**config.mk**
```make
export PLATFORM = sky130hd
export DESIGN_NAME = interval_allocation_tracker
export DESIGN_NICKNAME = d
export VERILOG_FILES = /design/src/design/iat_pkg.sv /design/src/design/iat_ram.sv /design/src/design/iat_ctrl.sv /design/src/design/iat_dp.sv /design/src/design/interval_allocation_tracker.sv
export SDC_FILE = /design/constraint.sdc
export NUM_CORES = 2
export LEC_CHECK = 0
export BUFFER_PORTS_ARGS = -buffer_cell sky130_fd_sc_hd__clkbuf_2
export CORE_MARGIN = 5
export CORE_UTILIZATION = 45
export CTS_CLUSTER_SIZE = 16
export DETAILED_ROUTE_END_ITERATION = 10
export GPL_ROUTABILITY_DRIVEN = 0
export SLEW_MARGIN = 0
export SYNTH_ARGS = -nofsm -noshare
export SYNTH_HDL_FRONTEND = slang
export SYNTH_SLANG_ARGS = --single-unit
```
**constraint.sdc**
```tcl
create_clock -name aclk -period 19.5 [get_ports aclk]
set_input_delay 0.975 -clock aclk [delete_from_list [all_inputs] [get_ports aclk]]
set_output_delay 0.975 -clock aclk [all_outputs]
set_load 0.02 [all_outputs]
```
**src/design/iat_pkg.sv**
```systemverilog
// Shared types, codes and helpers for the interval allocation tracker.
// Used by iat_ctrl, iat_dp and interval_allocation_tracker; no dependencies.
package iat_pkg;

    localparam int unsigned ADDR_W     = 16;
    localparam int unsigned LEN_W      = 16;
    localparam int unsigned COST_W     = 48;
    localparam int unsigned ENTRY_W    = ADDR_W + LEN_W;
    localparam int unsigned IN_DATA_W  = 48;
    localparam int unsigned OUT_DATA_W = 72;
    localparam int unsigned INC_W      = 20;
    localparam int unsigned COST_ALLOC = 10;
    localparam int unsigned COST_FREE  = 5;
    localparam int unsigned COST_MOVE  = 15;

    typedef enum logic [2:0] {
        ST_OK, ST_OVERLAP, ST_BOUND, ST_NOT_ALLOC,
        ST_SRC_BOUND, ST_DST_BOUND, ST_SAME, ST_FULL
    } status_t;

    typedef enum logic [1:0] {FN_ALLOC, FN_FREE, FN_MOVE, FN_CLEAR} func_t;

    typedef enum logic [1:0] {WK_NONE, WK_SCAN, WK_REMOVE, WK_INSERT} walk_t;

    typedef enum logic [3:0] {
        S_IDLE, S_DISPATCH, S_AL_SCAN, S_AL_CHECK, S_FIND, S_MV_CHECK,
        S_MV_SCAN, S_REMOVE, S_INSERT, S_COST, S_ACC, S_FINISH
    } state_t;

    typedef struct packed {
        logic    load;
        logic    walk;
        logic    walk_rst;
        walk_t   mode;
        logic    set_status;
        status_t status;
        logic    take_idx;
        logic    take_pos;
        logic    pos_count;
        logic    take_mpos;
        logic    mpos_end;
        logic    dec_count;
        logic    ins_fin;
        logic    calc;
        logic    acc;
        logic    clear;
        logic    emit;
    } iat_cmd_t;

    typedef struct packed {
        func_t func;
        logic  ent;
        logic  alloc_hit;
        logic  alloc_ovl;
        logic  find_hit;
        logic  mv_hit;
        logic  mv_ovl;
        logic  walk_done;
        logic  bound;
        logic  same;
        logic  src_bound;
        logic  dst_bound;
        logic  full;
        logic  out_busy;
    } iat_stat_t;

    function automatic logic [12:0] chunks(input logic [16:0] n);
        logic [17:0] t;
        t = 18'(n) + 18'd31;
        return t[17:5];
    endfunction

endpackage

```
**src/design/iat_ram.sv**
```systemverilog
// Generic single-write, single-read RAM with registered read data.
// No dependencies.
module iat_ram #(
    parameter int unsigned WIDTH = 32,
    parameter int unsigned DEPTH = 64
) (
    input  logic                     aclk,
    input  logic                     wr_en,
    input  logic [$clog2(DEPTH)-1:0] wr_addr,
    input  logic [WIDTH-1:0]         wr_data,
    input  logic [$clog2(DEPTH)-1:0] rd_addr,
    output logic [WIDTH-1:0]         rd_data
);
    logic [WIDTH-1:0] mem_reg [DEPTH];
    logic [WIDTH-1:0] rd_data_reg;

    always_ff @(posedge aclk) begin
        if (wr_en) begin
            mem_reg[wr_addr] <= wr_data;
        end
        rd_data_reg <= mem_reg[rd_addr];
    end

    assign rd_data = rd_data_reg;
endmodule

```
**src/design/iat_ctrl.sv**
```systemverilog
// Sequencer of the interval allocation tracker: one state machine that walks
// each operation through the scan, remove, insert and cost steps it needs. Uses iat_pkg.
module iat_ctrl (
    input  logic               aclk,
    input  logic               aresetn,
    input  logic               s_tvalid,
    output logic               s_tready,
    input  iat_pkg::iat_stat_t stat,
    output iat_pkg::iat_cmd_t  cmd
);
    import iat_pkg::*;

    state_t state_reg, state_next;

    function automatic walk_t walk_of(input state_t s);
        walk_t w;
        unique case (s)
            S_AL_SCAN, S_FIND, S_MV_SCAN: w = WK_SCAN;
            S_REMOVE:                     w = WK_REMOVE;
            S_INSERT:                     w = WK_INSERT;
            default:                      w = WK_NONE;
        endcase
        return w;
    endfunction

    always_ff @(posedge aclk) begin
        if (!aresetn) begin
            state_reg <= S_IDLE;
        end else begin
            state_reg <= state_next;
        end
    end

    always_comb begin
        state_next = state_reg;
        unique case (state_reg)
            S_IDLE: begin
                if (s_tvalid) state_next = S_DISPATCH;
            end
            S_DISPATCH: begin
                unique case (stat.func)
                    FN_ALLOC: state_next = stat.bound ? S_FINISH : S_AL_SCAN;
                    FN_FREE:  state_next = S_FIND;
                    FN_MOVE:  state_next = (stat.same || stat.src_bound) ? S_FINISH : S_FIND;
                    default:  state_next = S_FINISH;
                endcase
            end
            S_AL_SCAN: begin
                if (stat.ent && stat.alloc_hit) begin
                    state_next = stat.alloc_ovl ? S_FINISH : S_AL_CHECK;
                end else if (stat.walk_done) begin
                    state_next = S_AL_CHECK;
                end
            end
            S_AL_CHECK: state_next = stat.full ? S_FINISH : S_INSERT;
            S_FIND: begin
                if (stat.ent && stat.find_hit) begin
                    state_next = (stat.func == FN_FREE) ? S_REMOVE : S_MV_CHECK;
                end else if (stat.walk_done) begin
                    state_next = S_FINISH;
                end
            end
            S_MV_CHECK: state_next = stat.dst_bound ? S_FINISH : S_MV_SCAN;
            S_MV_SCAN: begin
                if (stat.ent && stat.mv_hit) begin
                    state_next = stat.mv_ovl ? S_FINISH : S_REMOVE;
                end else if (stat.walk_done) begin
                    state_next = S_REMOVE;
                end
            end
            S_REMOVE: begin
                if (stat.walk_done) state_next = (stat.func == FN_FREE) ? S_COST : S_INSERT;
            end
            S_INSERT: begin
                if (stat.walk_done) state_next = S_COST;
            end
            S_COST: state_next = S_ACC;
            S_ACC:  state_next = S_FINISH;
            S_FINISH: begin
                if (!stat.out_busy) state_next = S_IDLE;
            end
            default: state_next = S_IDLE;
        endcase
    end

    always_comb begin
        cmd          = '0;
        cmd.status   = ST_OK;
        s_tready     = (state_reg == S_IDLE);
        cmd.walk     = (walk_of(state_reg) != WK_NONE);
        cmd.walk_rst = (state_next != state_reg) && (walk_of(state_next) != WK_NONE);
        cmd.mode     = walk_of(state_next);
        unique case (state_reg)
            S_IDLE: cmd.load = s_tvalid;
            S_DISPATCH: begin
                unique case (stat.func)
                    FN_ALLOC: begin
                        cmd.set_status = stat.bound;
                        cmd.status     = ST_BOUND;
                    end
                    FN_FREE: ;
                    FN_MOVE: begin
                        cmd.set_status = stat.same || stat.src_bound;
                        cmd.status     = stat.same ? ST_SAME : ST_SRC_BOUND;
                    end
                    default: begin
                        cmd.clear      = 1'b1;
                        cmd.set_status = 1'b1;
                        cmd.status     = ST_OK;
                    end
                endcase
            end
            S_AL_SCAN: begin
                if (stat.ent && stat.alloc_hit) begin
                    cmd.set_status = stat.alloc_ovl;
                    cmd.status     = ST_OVERLAP;
                    cmd.take_pos   = !stat.alloc_ovl;
                end else if (stat.walk_done) begin
                    cmd.pos_count = 1'b1;
                end
            end
            S_AL_CHECK: begin
                cmd.set_status = stat.full;
                cmd.status     = ST_FULL;
            end
            S_FIND: begin
                if (stat.ent && stat.find_hit) begin
                    cmd.take_idx = 1'b1;
                end else if (stat.walk_done) begin
                    cmd.set_status = 1'b1;
                    cmd.status     = ST_NOT_ALLOC;
                end
            end
            S_MV_CHECK: begin
                cmd.set_status = stat.dst_bound;
                cmd.status     = ST_DST_BOUND;
            end
            S_MV_SCAN: begin
                if (stat.ent && stat.mv_hit) begin
                    cmd.set_status = stat.mv_ovl;
                    cmd.status     = ST_OVERLAP;
                    cmd.take_mpos  = !stat.mv_ovl;
                end else if (stat.walk_done) begin
                    cmd.mpos_end = 1'b1;
                end
            end
            S_REMOVE: cmd.dec_count = stat.walk_done;
            S_INSERT: cmd.ins_fin = stat.walk_done;
            S_COST:   cmd.calc = 1'b1;
            S_ACC: begin
                cmd.acc        = 1'b1;
                cmd.set_status = 1'b1;
                cmd.status     = ST_OK;
            end
            S_FINISH: cmd.emit = !stat.out_busy;
            default: ;
        endcase
    end

`ifndef SYNTH
    a_ready_idle: assert property (@(posedge aclk) disable iff (!aresetn)
        s_tready |-> (cmd.walk == 1'b0))
        else $error("input taken while a table walk runs");
    a_emit_finish: assert property (@(posedge aclk) disable iff (!aresetn)
        cmd.emit |=> (state_reg == S_IDLE))
        else $error("result sent outside the finish step");
    a_load_dispatch: assert property (@(posedge aclk) disable iff (!aresetn)
        cmd.load |=> (state_reg == S_DISPATCH))
        else $error("accepted item not dispatched");
`endif
endmodule

```
**src/design/iat_dp.sv**
```systemverilog
// Datapath of the interval allocation tracker: region table RAM, walk index,
// totals and result register. Uses iat_pkg and iat_ram.
module iat_dp #(
    parameter logic [32:0] MEM_CAP     = 33'd65536,
    parameter int unsigned MAX_REGIONS = 64
) (
    input  logic                              aclk,
    input  logic                              aresetn,
    input  logic [iat_pkg::IN_DATA_W-1:0]     s_tdata,
    input  logic [1:0]                        s_tuser,
    output logic                              m_tvalid,
    input  logic                              m_tready,
    output logic [iat_pkg::OUT_DATA_W-1:0]    m_tdata,
    input  iat_pkg::iat_cmd_t                 cmd,
    output iat_pkg::iat_stat_t                stat
);
    import iat_pkg::*;

    localparam int unsigned AW = $clog2(MAX_REGIONS);
    localparam int unsigned CW = $clog2(MAX_REGIONS + 1);

    func_t             func_reg;
    logic [15:0]       addr_reg, size_reg, dst_reg, len_reg;
    logic [CW-1:0]     count_reg, count_next;
    logic [CW-1:0]     k_reg, k_next, q_idx_reg, q_idx_next, idx_reg, pos_reg;
    logic              q_valid_reg, q_valid_next;
    walk_t             mode_reg;
    status_t           status_reg;
    logic [COST_W-1:0] cost_reg, cost_next;
    logic [15:0]       bytes_reg, bytes_next;
    logic [INC_W-1:0]  inc_reg;
    logic              m_valid_reg;
    logic [OUT_DATA_W-1:0] m_data_reg;

    logic [ENTRY_W-1:0] rd_data, wr_data;
    logic [AW-1:0]      rd_addr, wr_addr;
    logic [CW-1:0]      rd_full, wr_full;
    logic               wr_en, more;
    logic [15:0]        ent_start, ent_len;
    logic [16:0]        ent_end, al_end, mv_end, src_end, mv_dist;
    logic [COST_W:0]    sum;
    logic [INC_W-1:0]   inc_next;

    iat_ram #(.WIDTH(ENTRY_W), .DEPTH(MAX_REGIONS)) u_ram (
        .aclk    (aclk),
        .wr_en   (wr_en),
        .wr_addr (wr_addr),
        .wr_data (wr_data),
        .rd_addr (rd_addr),
        .rd_data (rd_data)
    );

    assign ent_start = rd_data[15:0];
    assign ent_len   = rd_data[31:16];
    assign ent_end   = 17'(ent_start) + 17'(ent_len);
    assign al_end    = 17'(addr_reg) + 17'(size_reg);
    assign mv_end    = 17'(dst_reg) + 17'(len_reg);
    assign src_end   = 17'(addr_reg) + 17'(len_reg);
    assign more      = (mode_reg == WK_INSERT) ? (k_reg > pos_reg) : (k_reg < count_reg);

    always_comb begin
        stat           = '0;
        stat.func      = func_reg;
        stat.ent       = q_valid_reg;
        stat.alloc_hit = ent_end > 17'(addr_reg);
        stat.alloc_ovl = 17'(ent_start) < al_end;
        stat.find_hit  = ent_start == addr_reg;
        stat.mv_hit    = (q_idx_reg != idx_reg) && (17'(dst_reg) < ent_end);
        stat.mv_ovl    = !(mv_end <= 17'(ent_start));
        stat.walk_done = !q_valid_reg && !more;
        stat.bound     = 33'(al_end) >= MEM_CAP;
        stat.same      = addr_reg == dst_reg;
        stat.src_bound = 33'(addr_reg) >= MEM_CAP;
        stat.dst_bound = 33'(mv_end) >= MEM_CAP;
        stat.full      = count_reg >= CW'(MAX_REGIONS);
        stat.out_busy  = m_valid_reg && !m_tready;
    end

    always_comb begin
        k_next       = k_reg;
        q_valid_next = q_valid_reg;
        q_idx_next   = q_idx_reg;
        if (cmd.walk_rst) begin
            q_valid_next = 1'b0;
            unique case (cmd.mode)
                WK_SCAN:   k_next = '0;
                WK_REMOVE: k_next = (cmd.take_idx ? q_idx_reg : idx_reg) + CW'(1);
                WK_INSERT: k_next = cmd.dec_count ? count_reg - CW'(1) : count_reg;
                default:   k_next = k_reg;
            endcase
        end else if (cmd.walk) begin
            q_valid_next = more;
            if (more) begin
                q_idx_next = k_reg;
                k_next     = (mode_reg == WK_INSERT) ? k_reg - CW'(1) : k_reg + CW'(1);
            end
        end
    end

    always_comb begin
        rd_full = (mode_reg == WK_INSERT) ? k_reg - CW'(1) : k_reg;
        rd_addr = rd_full[AW-1:0];
        wr_en   = 1'b0;
        wr_full = pos_reg;
        wr_data = (func_reg == FN_ALLOC) ? {size_reg, addr_reg} : {len_reg, dst_reg};
        if (cmd.ins_fin) begin
            wr_en = 1'b1;
        end else if (cmd.walk && !cmd.walk_rst && q_valid_reg) begin
            if (mode_reg == WK_REMOVE) begin
                wr_en   = 1'b1;
                wr_full = q_idx_reg - CW'(1);
                wr_data = rd_data;
            end else if (mode_reg == WK_INSERT) begin
                wr_en   = 1'b1;
                wr_full = q_idx_reg;
                wr_data = rd_data;
            end
        end
        wr_addr = wr_full[AW-1:0];
    end

    always_comb begin
        if ((17'(addr_reg) >= mv_end) || (src_end <= 17'(dst_reg))) begin
            mv_dist = 17'(len_reg);
        end else if (dst_reg > addr_reg) begin
            mv_dist = 17'(dst_reg) - 17'(addr_reg);
        end else begin
            mv_dist = 17'(len_reg) + (17'(addr_reg) - 17'(dst_reg));
        end
        case (func_reg)
            FN_ALLOC: inc_next = INC_W'(chunks(17'(size_reg))) * INC_W'(COST_ALLOC);
            FN_FREE:  inc_next = INC_W'(chunks(17'(len_reg))) * INC_W'(COST_FREE);
            FN_MOVE:  inc_next = INC_W'(chunks(mv_dist)) * INC_W'(COST_MOVE)
                               + INC_W'(chunks(17'(len_reg))) * INC_W'(COST_ALLOC);
            default:  inc_next = '0;
        endcase
    end

    always_comb begin
        sum        = {1'b0, cost_reg} + (COST_W + 1)'(inc_reg);
        count_next = count_reg;
        cost_next  = cost_reg;
        bytes_next = bytes_reg;
        if (cmd.clear) begin
            count_next = '0;
            cost_next  = '0;
            bytes_next = '0;
        end else begin
            if (cmd.ins_fin) count_next = count_reg + CW'(1);
            if (cmd.dec_count) count_next = count_reg - CW'(1);
            if (cmd.acc) begin
                cost_next = sum[COST_W] ? {COST_W{1'b1}} : sum[COST_W-1:0];
                if (func_reg == FN_ALLOC) bytes_next = bytes_reg + size_reg;
                else if (func_reg == FN_FREE) bytes_next = bytes_reg - len_reg;
            end
        end
    end

    always_ff @(posedge aclk) begin
        if (!aresetn) begin
            count_reg   <= '0;
            cost_reg    <= '0;
            bytes_reg   <= '0;
            k_reg       <= '0;
            q_valid_reg <= 1'b0;
            mode_reg    <= WK_NONE;
            m_valid_reg <= 1'b0;
        end else begin
            count_reg   <= count_next;
            cost_reg    <= cost_next;
            bytes_reg   <= bytes_next;
            k_reg       <= k_next;
            q_valid_reg <= q_valid_next;
            if (cmd.walk_rst) mode_reg <= cmd.mode;
            if (cmd.emit) m_valid_reg <= 1'b1;
            else if (m_tready) m_valid_reg <= 1'b0;
        end
    end

    always_ff @(posedge aclk) begin
        q_idx_reg <= q_idx_next;
        if (cmd.load) begin
            func_reg <= func_t'(s_tuser);
            addr_reg <= s_tdata[15:0];
            size_reg <= s_tdata[31:16];
            dst_reg  <= s_tdata[47:32];
        end
        if (cmd.set_status) status_reg <= cmd.status;
        if (cmd.take_idx) begin
            idx_reg <= q_idx_reg;
            len_reg <= ent_len;
        end
        if (cmd.take_pos) pos_reg <= q_idx_reg;
        if (cmd.pos_count) pos_reg <= count_reg;
        if (cmd.take_mpos) pos_reg <= (q_idx_reg > idx_reg) ? q_idx_reg - CW'(1) : q_idx_reg;
        if (cmd.mpos_end) pos_reg <= count_reg - CW'(1);
        if (cmd.calc) inc_reg <= inc_next;
        if (cmd.emit) m_data_reg <= {5'b0, bytes_reg, cost_reg, status_reg};
    end

    assign m_tvalid = m_valid_reg;
    assign m_tdata  = m_data_reg;

`ifndef SYNTH
    a_count_bound: assert property (@(posedge aclk) disable iff (!aresetn)
        count_reg <= CW'(MAX_REGIONS))
        else $error("region count past capacity");
    a_insert_room: assert property (@(posedge aclk) disable iff (!aresetn)
        cmd.ins_fin |-> (count_reg < CW'(MAX_REGIONS)))
        else $error("insert into full table");
    a_cost_mono: assert property (@(posedge aclk) disable iff (!aresetn)
        !cmd.clear |=> (cost_reg >= $past(cost_reg)))
        else $error("cost total went down without clear");
`endif
endmodule

```
**src/design/interval_allocation_tracker.sv**
```systemverilog
// Interval allocation tracker: one operation per transfer. The single read and
// write port of the region table RAM sets the pace, one entry per cycle for each
// scan, remove shift and insert shift. One result per transfer, held in an output
// register. Synchronous active-low reset clears counts, totals and handshakes;
// table contents stay undefined, with no clearing pass. Uses iat_pkg, iat_ctrl,
// iat_dp.
module interval_allocation_tracker #(
    parameter logic [32:0] MEM_CAP     = 33'd65536,
    parameter int unsigned MAX_REGIONS = 64
) (
    input  logic                           aclk,
    input  logic                           aresetn,
    input  logic                           s_tvalid,
    output logic                           s_tready,
    input  logic [iat_pkg::IN_DATA_W-1:0]  s_tdata,  // addr, size, dst_addr
    input  logic [1:0]                     s_tuser,  // func
    output logic                           m_tvalid,
    input  logic                           m_tready,
    output logic [iat_pkg::OUT_DATA_W-1:0] m_tdata   // status, cost_total, bytes_in_use
);
    import iat_pkg::*;

    iat_cmd_t  cmd;
    iat_stat_t stat;

    iat_ctrl u_ctrl (
        .aclk     (aclk),
        .aresetn  (aresetn),
        .s_tvalid (s_tvalid),
        .s_tready (s_tready),
        .stat     (stat),
        .cmd      (cmd)
    );

    iat_dp #(.MEM_CAP(MEM_CAP), .MAX_REGIONS(MAX_REGIONS)) u_dp (
        .aclk     (aclk),
        .aresetn  (aresetn),
        .s_tdata  (s_tdata),
        .s_tuser  (s_tuser),
        .m_tvalid (m_tvalid),
        .m_tready (m_tready),
        .m_tdata  (m_tdata),
        .cmd      (cmd),
        .stat     (stat)
    );
endmodule
```
Yosys cells after proc, flatten, opt, wreduce, memory -nomap -nowiden
Memories as Yosys holds them, arrays and structs flattened. A register that Yosys moved wholly into a read port is not among the register bits. Index checks and enable logic that the tools add are counted. W data, S select, Z words.

$add $sub $neg: 20. Multiply operators: 4. Order comparisons: 13. Equal/unequal tests: 28. Multiplexer cells: 85. Bitwise logic cells: 2. Reduce and logical (&&, ||, !) cells: 35.

Operators by type and width (number): $mux W32 (5); $mux W7 (13); $mux W4 (19); $add A16 B16 Y17 (4); $pmux W20 S3 (1); $add A48 B20 Y49 (1); $mul A13 B3 Y16 const B (3); $mux W48 (1); $pmux W4 S12 (1); $add A16 B5 Y17 const B (2); $ge A17 B17 Y1 const B (2); $le A17 B16 Y1 (2); $lt A16 B17 Y1 (2); $mux W17 (2); $sub A16 B16 Y17 (2); $eq A16 B16 Y1 (2); $mux W16 (2); $mux W6 (5); $eq A4 B3 Y1 const B (7); $pmux W4 S7 (1); $mux W1 (25); $pmux W4 S3 (2); $add A7 B1 Y7 const B (3); $pmux W7 S3 (1); other kinds (35) (79).

Register bits after elaboration: 263. Bits in writable memories: 2048. Output and inout port bits: 74. Logic and storage cells: 207. Memories kept: 1.

Memory list: u_dp.u_ram.mem_reg (depth 64, width 32, rd ports 1, clocked after Yosys merged registers in 1, write ports 1, line iat_ram.sv:14) `logic [WIDTH-1:0] mem_reg [DEPTH];`.

Logic depth before layout (Yosys ltp)
Depth in word-level cells: 19. Depth in mapped cells: 41. Depth with buffers taken out: 39.

By module
Synthesis repeated with hierarchy kept, for this count alone.

Cell total of the unflattened synthesis: 6183. Area total of the unflattened synthesis: 103291.6 um^2.

By module, submodules not included: iat_ram (instances 1, cells an instance 3324, area each 78512.8 um^2, seq. area each 62139.6 um^2); iat_dp (instances 1, cells an instance 2736, area each 23995.5 um^2, seq. area each 6826.5 um^2); iat_ctrl (instances 1, cells an instance 123, area each 783.3 um^2, seq. area each 80.1 um^2).

Worst setup path before layout
OpenSTA, ideal clock, no wires.

Kind: reg-to-reg. Start: register u_dp.u_ram.rd_data_reg[1], in the netlist u_dp.u_ram.rd_data[1], read port of u_dp.u_ram.mem_reg. End: memory u_dp.u_ram.mem_reg[0][21], data pin. Setup time: 702 ps. Data arrival time: 8345 ps. Data required time: 18798 ps. Slack: 10453 ps. Cell stages (with the launch flop): 30. Buffers on the path: 3. Cells stage by stage: dfxtp_1 -> ha_1 -> a21o_1 -> a21oi_1 -> o21bai_1 -> a21oi_1 -> o21bai_1 -> a21oi_1 -> o211ai_1 -> a31oi_1 -> nor2_1 -> o21a_1 -> mux2_2 -> a2111o_1 -> ha_1 -> nand3_1 -> nor2_1 -> o41a_1 -> o21ai_0 -> a21oi_1 -> nor4_1 -> a21boi_0 -> inv_1 -> ha_1 -> a311oi_4 -> nor3_4 -> buf_2 -> buf_2 -> buf_2 -> o21ai_0.

RTL lines: from (decl) (line iat_ram.sv:15) `logic [WIDTH-1:0] rd_data_reg;`; to (decl) (line iat_ram.sv:14).

Worst setup path after layout
Start: register u_dp.addr_reg[1]. End: register u_dp.inc_reg[17], data pin.

Cells in the longest elaborated chain, start to end: 8. Elaborated cells between the ends (all ways): 14. Classes of those cells: add/sub: 6; mul: 1; order compare: 3; mux: 3; reduce/logical: 1.

Ends and longest elaborated chain: from (decl) (line iat_dp.sv:23) `logic [15:0] addr_reg, size_reg, dst_reg, len_reg;`; from (signal assigned) (line iat_dp.sv:184) `addr_reg <= s_tdata[15:0];`; $sub A16 B16 Y17 or $add A16 B16 Y17 (tied branches) (line iat_dp.sv:128, iat_dp.sv:58); $add A16 B17 Y17 or $le A17 B16 Y1 (tied branches) (line iat_dp.sv:128, iat_dp.sv:123); $mux W17 or $logic_or A1 B1 Y1 (tied branches) (line iat_dp.sv:125, iat_dp.sv:123); $mux W17 (*) (line iat_dp.sv:123) `if ((17'(addr_reg) >= mv_end) || (src_end <= 17'(dst_reg))) begin`; $add A17 B5 Y18 (*) (line iat_pkg.sv:69) `t = 18'(n) + 18'd31;`; $mul A13 B4 Y17 (*) (line iat_dp.sv:133) `FN_MOVE: inc_next = INC_W'(chunks(mv_dist)) * INC_W'(COST_MOVE)`; $add A17 B17 Y18 (*) (line iat_dp.sv:134) `+ INC_W'(chunks(17'(len_reg))) * INC_W'(COST_ALLOC);`; $pmux W20 S3 (*) (line iat_dp.sv:130) `case (func_reg)`; via u_dp.inc_next[17] (line iat_dp.sv:42) `logic [INC_W-1:0] inc_next;`; to (signal assigned) (line iat_dp.sv:197) `if (cmd.calc) inc_reg <= inc_next;`; to (decl) (line iat_dp.sv:31) `logic [INC_W-1:0] inc_reg;`.

The timed path passes the listed nets; every way through them passes the cells marked *. A chain may end at the register's enable or synchronous reset.

==> impl_metrics.ini <==
[yosys]
synth-edff-count = 2216
syn-cell-area_mm2 = 0.103
ys_top_cells_by_area = edfxtp_1 64%, mux4_2 13%, ha_1 4.1%, dfxtp_1 2.4%, nand2_1 1.7%
seq_area_frac_synth_pct = 66.7
syn_inst = 6161
ys_ff_latch = 2341
synth_cell_type_count = 91
async_flop_share_pct = 0
ys_warn_count = 0
synth_top_area_cell = edfxtp_1
ys.flop_type = edfxtp_1
yosys.area.top_type_share_pct = 64.3
syn_avg_cell_area_um2 = 16.8

[hold_path]
hp-class = in -> reg
min_path_cells = 1
min_from = s_tdata[36]
holdPathEnd = u_dp.dst_reg[4]

[detailed_routing]
drt_first_pass_iters = 7
vias = 58000
drt_iter0_drc = 6092
ant_nets = 0
drc = 0
vias_per_cell = 6.01
route.detailed.wl_per_inst_um = 29.0
routed_wl_um = 280000

[cts]
clockRootBuffer = clkbuf_16
cts_tree = built
cts_buffers = 232
clk_pin_slew_ns = 0.06
cts_resized = 0
htree_levels = 4
hold_buffers = 0
insertion_delay_ns = 0.89
cts.path.max_buffers = 3
post-cts-setup-buffers = 0
clock_sinks = 2341

[sta]
fin_setup_tns_ns = 0
finalMaxSlewViolations = 0
rsz0062_at_grt = no
setup-violations-final = 0
fin_crit_ns = 9.66
finalHoldViolCount = 0
worst_pin_slew_ns = 1.31
slew_headroom_pct = 12.4
min_period_over_period_pct = 49.5
finalClockSkew_ns = 0.109
max_freq_mhz = 104

[pwr]
leakage_uw = 0.0390
p_per_area_mw_per_mm2 = 153
vdd_drop_max_uv = 382

[die]
start_util_pct = 45.1
die_y_um = 489
dieArea_mm2 = 0.240
die_x_um = 489
coreArea_mm2 = 0.229
num_rows = 176
num_io_pins = 128

[layout]
largest_reg_flops = 2048
post-route-cell-area_mm2 = 0.117
drive_above_1_share_pct = 21.0
layout.nets = 6845
area_growth_pct = 13.1
fin_util_pct = 51.0

[worst_setup_path]
cp_max_fo = 34
cp-end-kind = flop
crit_path_frequent_cell = a21oi_1
rr_startpoint = u_dp.addr_reg[1]
r2r_end = u_dp.inc_reg[17]
arrival_ns = 10.25
cp_slowest_stage_delay_ns = 0.62
ff2ff_setup_slack_ns = 9.84
r2r_cells = 38
worstSetupStartpointType = flop
path_class = reg -> reg
crit_slowest_cell = o41ai_1
cp.required_ns = 20.10

[placement]
portBuffers = 122
dp_hpwl_um = 171000
place_area_mm2 = 0.109

[global_routing]
grt_use_total_pct = 23.2
grt_antenna_before_repair = 9
grt_max_degree = 130
grt_remaining_overflow = 0
first_global_vias = 57300
busiest_layer = met2
gr-usage-met3_pct = 3.61
grt_pass1_wl_um = 404000
use_met2_pct = 35.8
gr-usage-met1_pct = 33.6

[job]
cap_violations = 0

[outcome]
status = finished, final reports clean
-- Yosys cell counts (117+ instances only) --
cell type  count
dfxtp_1      125
nand2_1      463
inv_1        275
clkbuf_1     178
nand3_1      117
ha_1         336
mux4_2       612
xnor2_1      152
a21oi_1      270
edfxtp_1    2216
nor2_1       235
o21ai_0      178
-- final cells by class --
cell class	instances	area, um2
multi-input combinational	3286	33200
timing repair buffer	260	1730
inverter	278	1040
antenna	12	30.0
sequential	2341	69000
clock inverter	169	2070
tap	3026	3790
clock buffer	274	6090
fill	18700	112000
-- per-stage QoR --
stage	hold slack (ns)	worst slack, ns	instances	total power, uW
after floorplan	0.400	10.45	6165	11300
after global routing	0.238	9.30	9635	18900
after CTS	0.214	9.96	9634	18000
after global placement	0.437	9.78	9191	13100
after detailed placement	0.446	10.01	9191	13200
final	0.294	9.84	9646	17900
-- cells by family (layout without fill, tap and decap cells) --
| group | Yosys count | in the layout | synth area share (%) |
|---|---|---|---|
| AOI/OAI and AO/OA | 836 | 836 | 5.10 |
| xor gates and xnor gates | 239 | 239 | 2.02 |
| adders and majority gates | 393 | 393 | 5.16 |
| buffers and inverters | 538 | 981 | 1.99 |
| DFF | 2341 | 2341 | 66.7 |
| muxes | 669 | 669 | 13.9 |
| other | 1 | 17 | 0.00362 |
| and+or+nand+nor | 1144 | 1144 | 5.10 |
-- cell usage in the layout (no fill, tap or decap), types with 15 or more instances in the layout --
cell and n:
fa_1 56, buf_4 131, o21bai_1 31, or3_1 21
xnor2_1 149, nand2_1 462, clkinv_2 38, ha_1 335
nor4_1 17, clkbuf_2 122, edfxtp_1 2216, nor2_4 52
dfxtp_1 125, and2_1 16, nor2_1 182, o21ai_4 20
xor2_1 83, bufinv_16 36, a21o_1 47, nand2b_1 25
a31oi_1 59, a211oi_1 15, nor3_1 63, a311oi_1 35
o21ai_0 157, nand3_1 117, clkinv_1 56, a21oi_1 269
and3_1 54, nor2b_1 37, nand4_1 35, clkbuf_1 30
o21a_1 36, o211ai_1 19, mux2i_1 43, clkbuf_16 233
inv_1 275, mux4_2 612
-- where the power goes --
| part | internal (uW) | switching, uW |
|---|---|---|
| combinational | 2830 | 4130 |
| clock | 2730 | 1970 |
| sequential | 6030 | 182 |
-- per-layer routing --
layer / vias up / part of all wire (%)
met3: 411 / 7.5
met2: 2327 / 46
met5: - / 0.0046
li1: 24900 / -
met1: 30300 / 42
met4: 2 / 4.1
-- how the worst max path moves through the flow --
stage	start	end	slack [ns]	cells past startpoint
6_report	u_dp.addr_reg[1]	u_dp.inc_reg[17]	9.84	38
5_1_grt	u_dp.addr_reg[1]	u_dp.inc_reg[17]	9.30	38
4_1_cts	u_dp.addr_reg[1]	u_dp.inc_reg[17]	9.96	38
3_5_place_dp	u_dp.addr_reg[1]	u_dp.inc_reg[17]	10.01	38
3_3_place_gp	u_dp.addr_reg[1]	u_dp.inc_reg[17]	9.78	38
2_1_floorplan	u_dp.u_ram.rd_data[1]	u_dp.u_ram.mem_reg[0][21]	10.45	29
-- critical path: cells and delay by family, from the launching register on --
family | cells | cell delay [ns]
compound gates | 22 | 4.57
xor+xnor | 1 | 0.10
fa+ha+maj | 6 | 2.56
buf+inv | 1 | 0.37
flops | 1 | 0.58
mux | 1 | 0.42
simple gates | 7 | 0.76
Power figures use the tool's default switching activity.
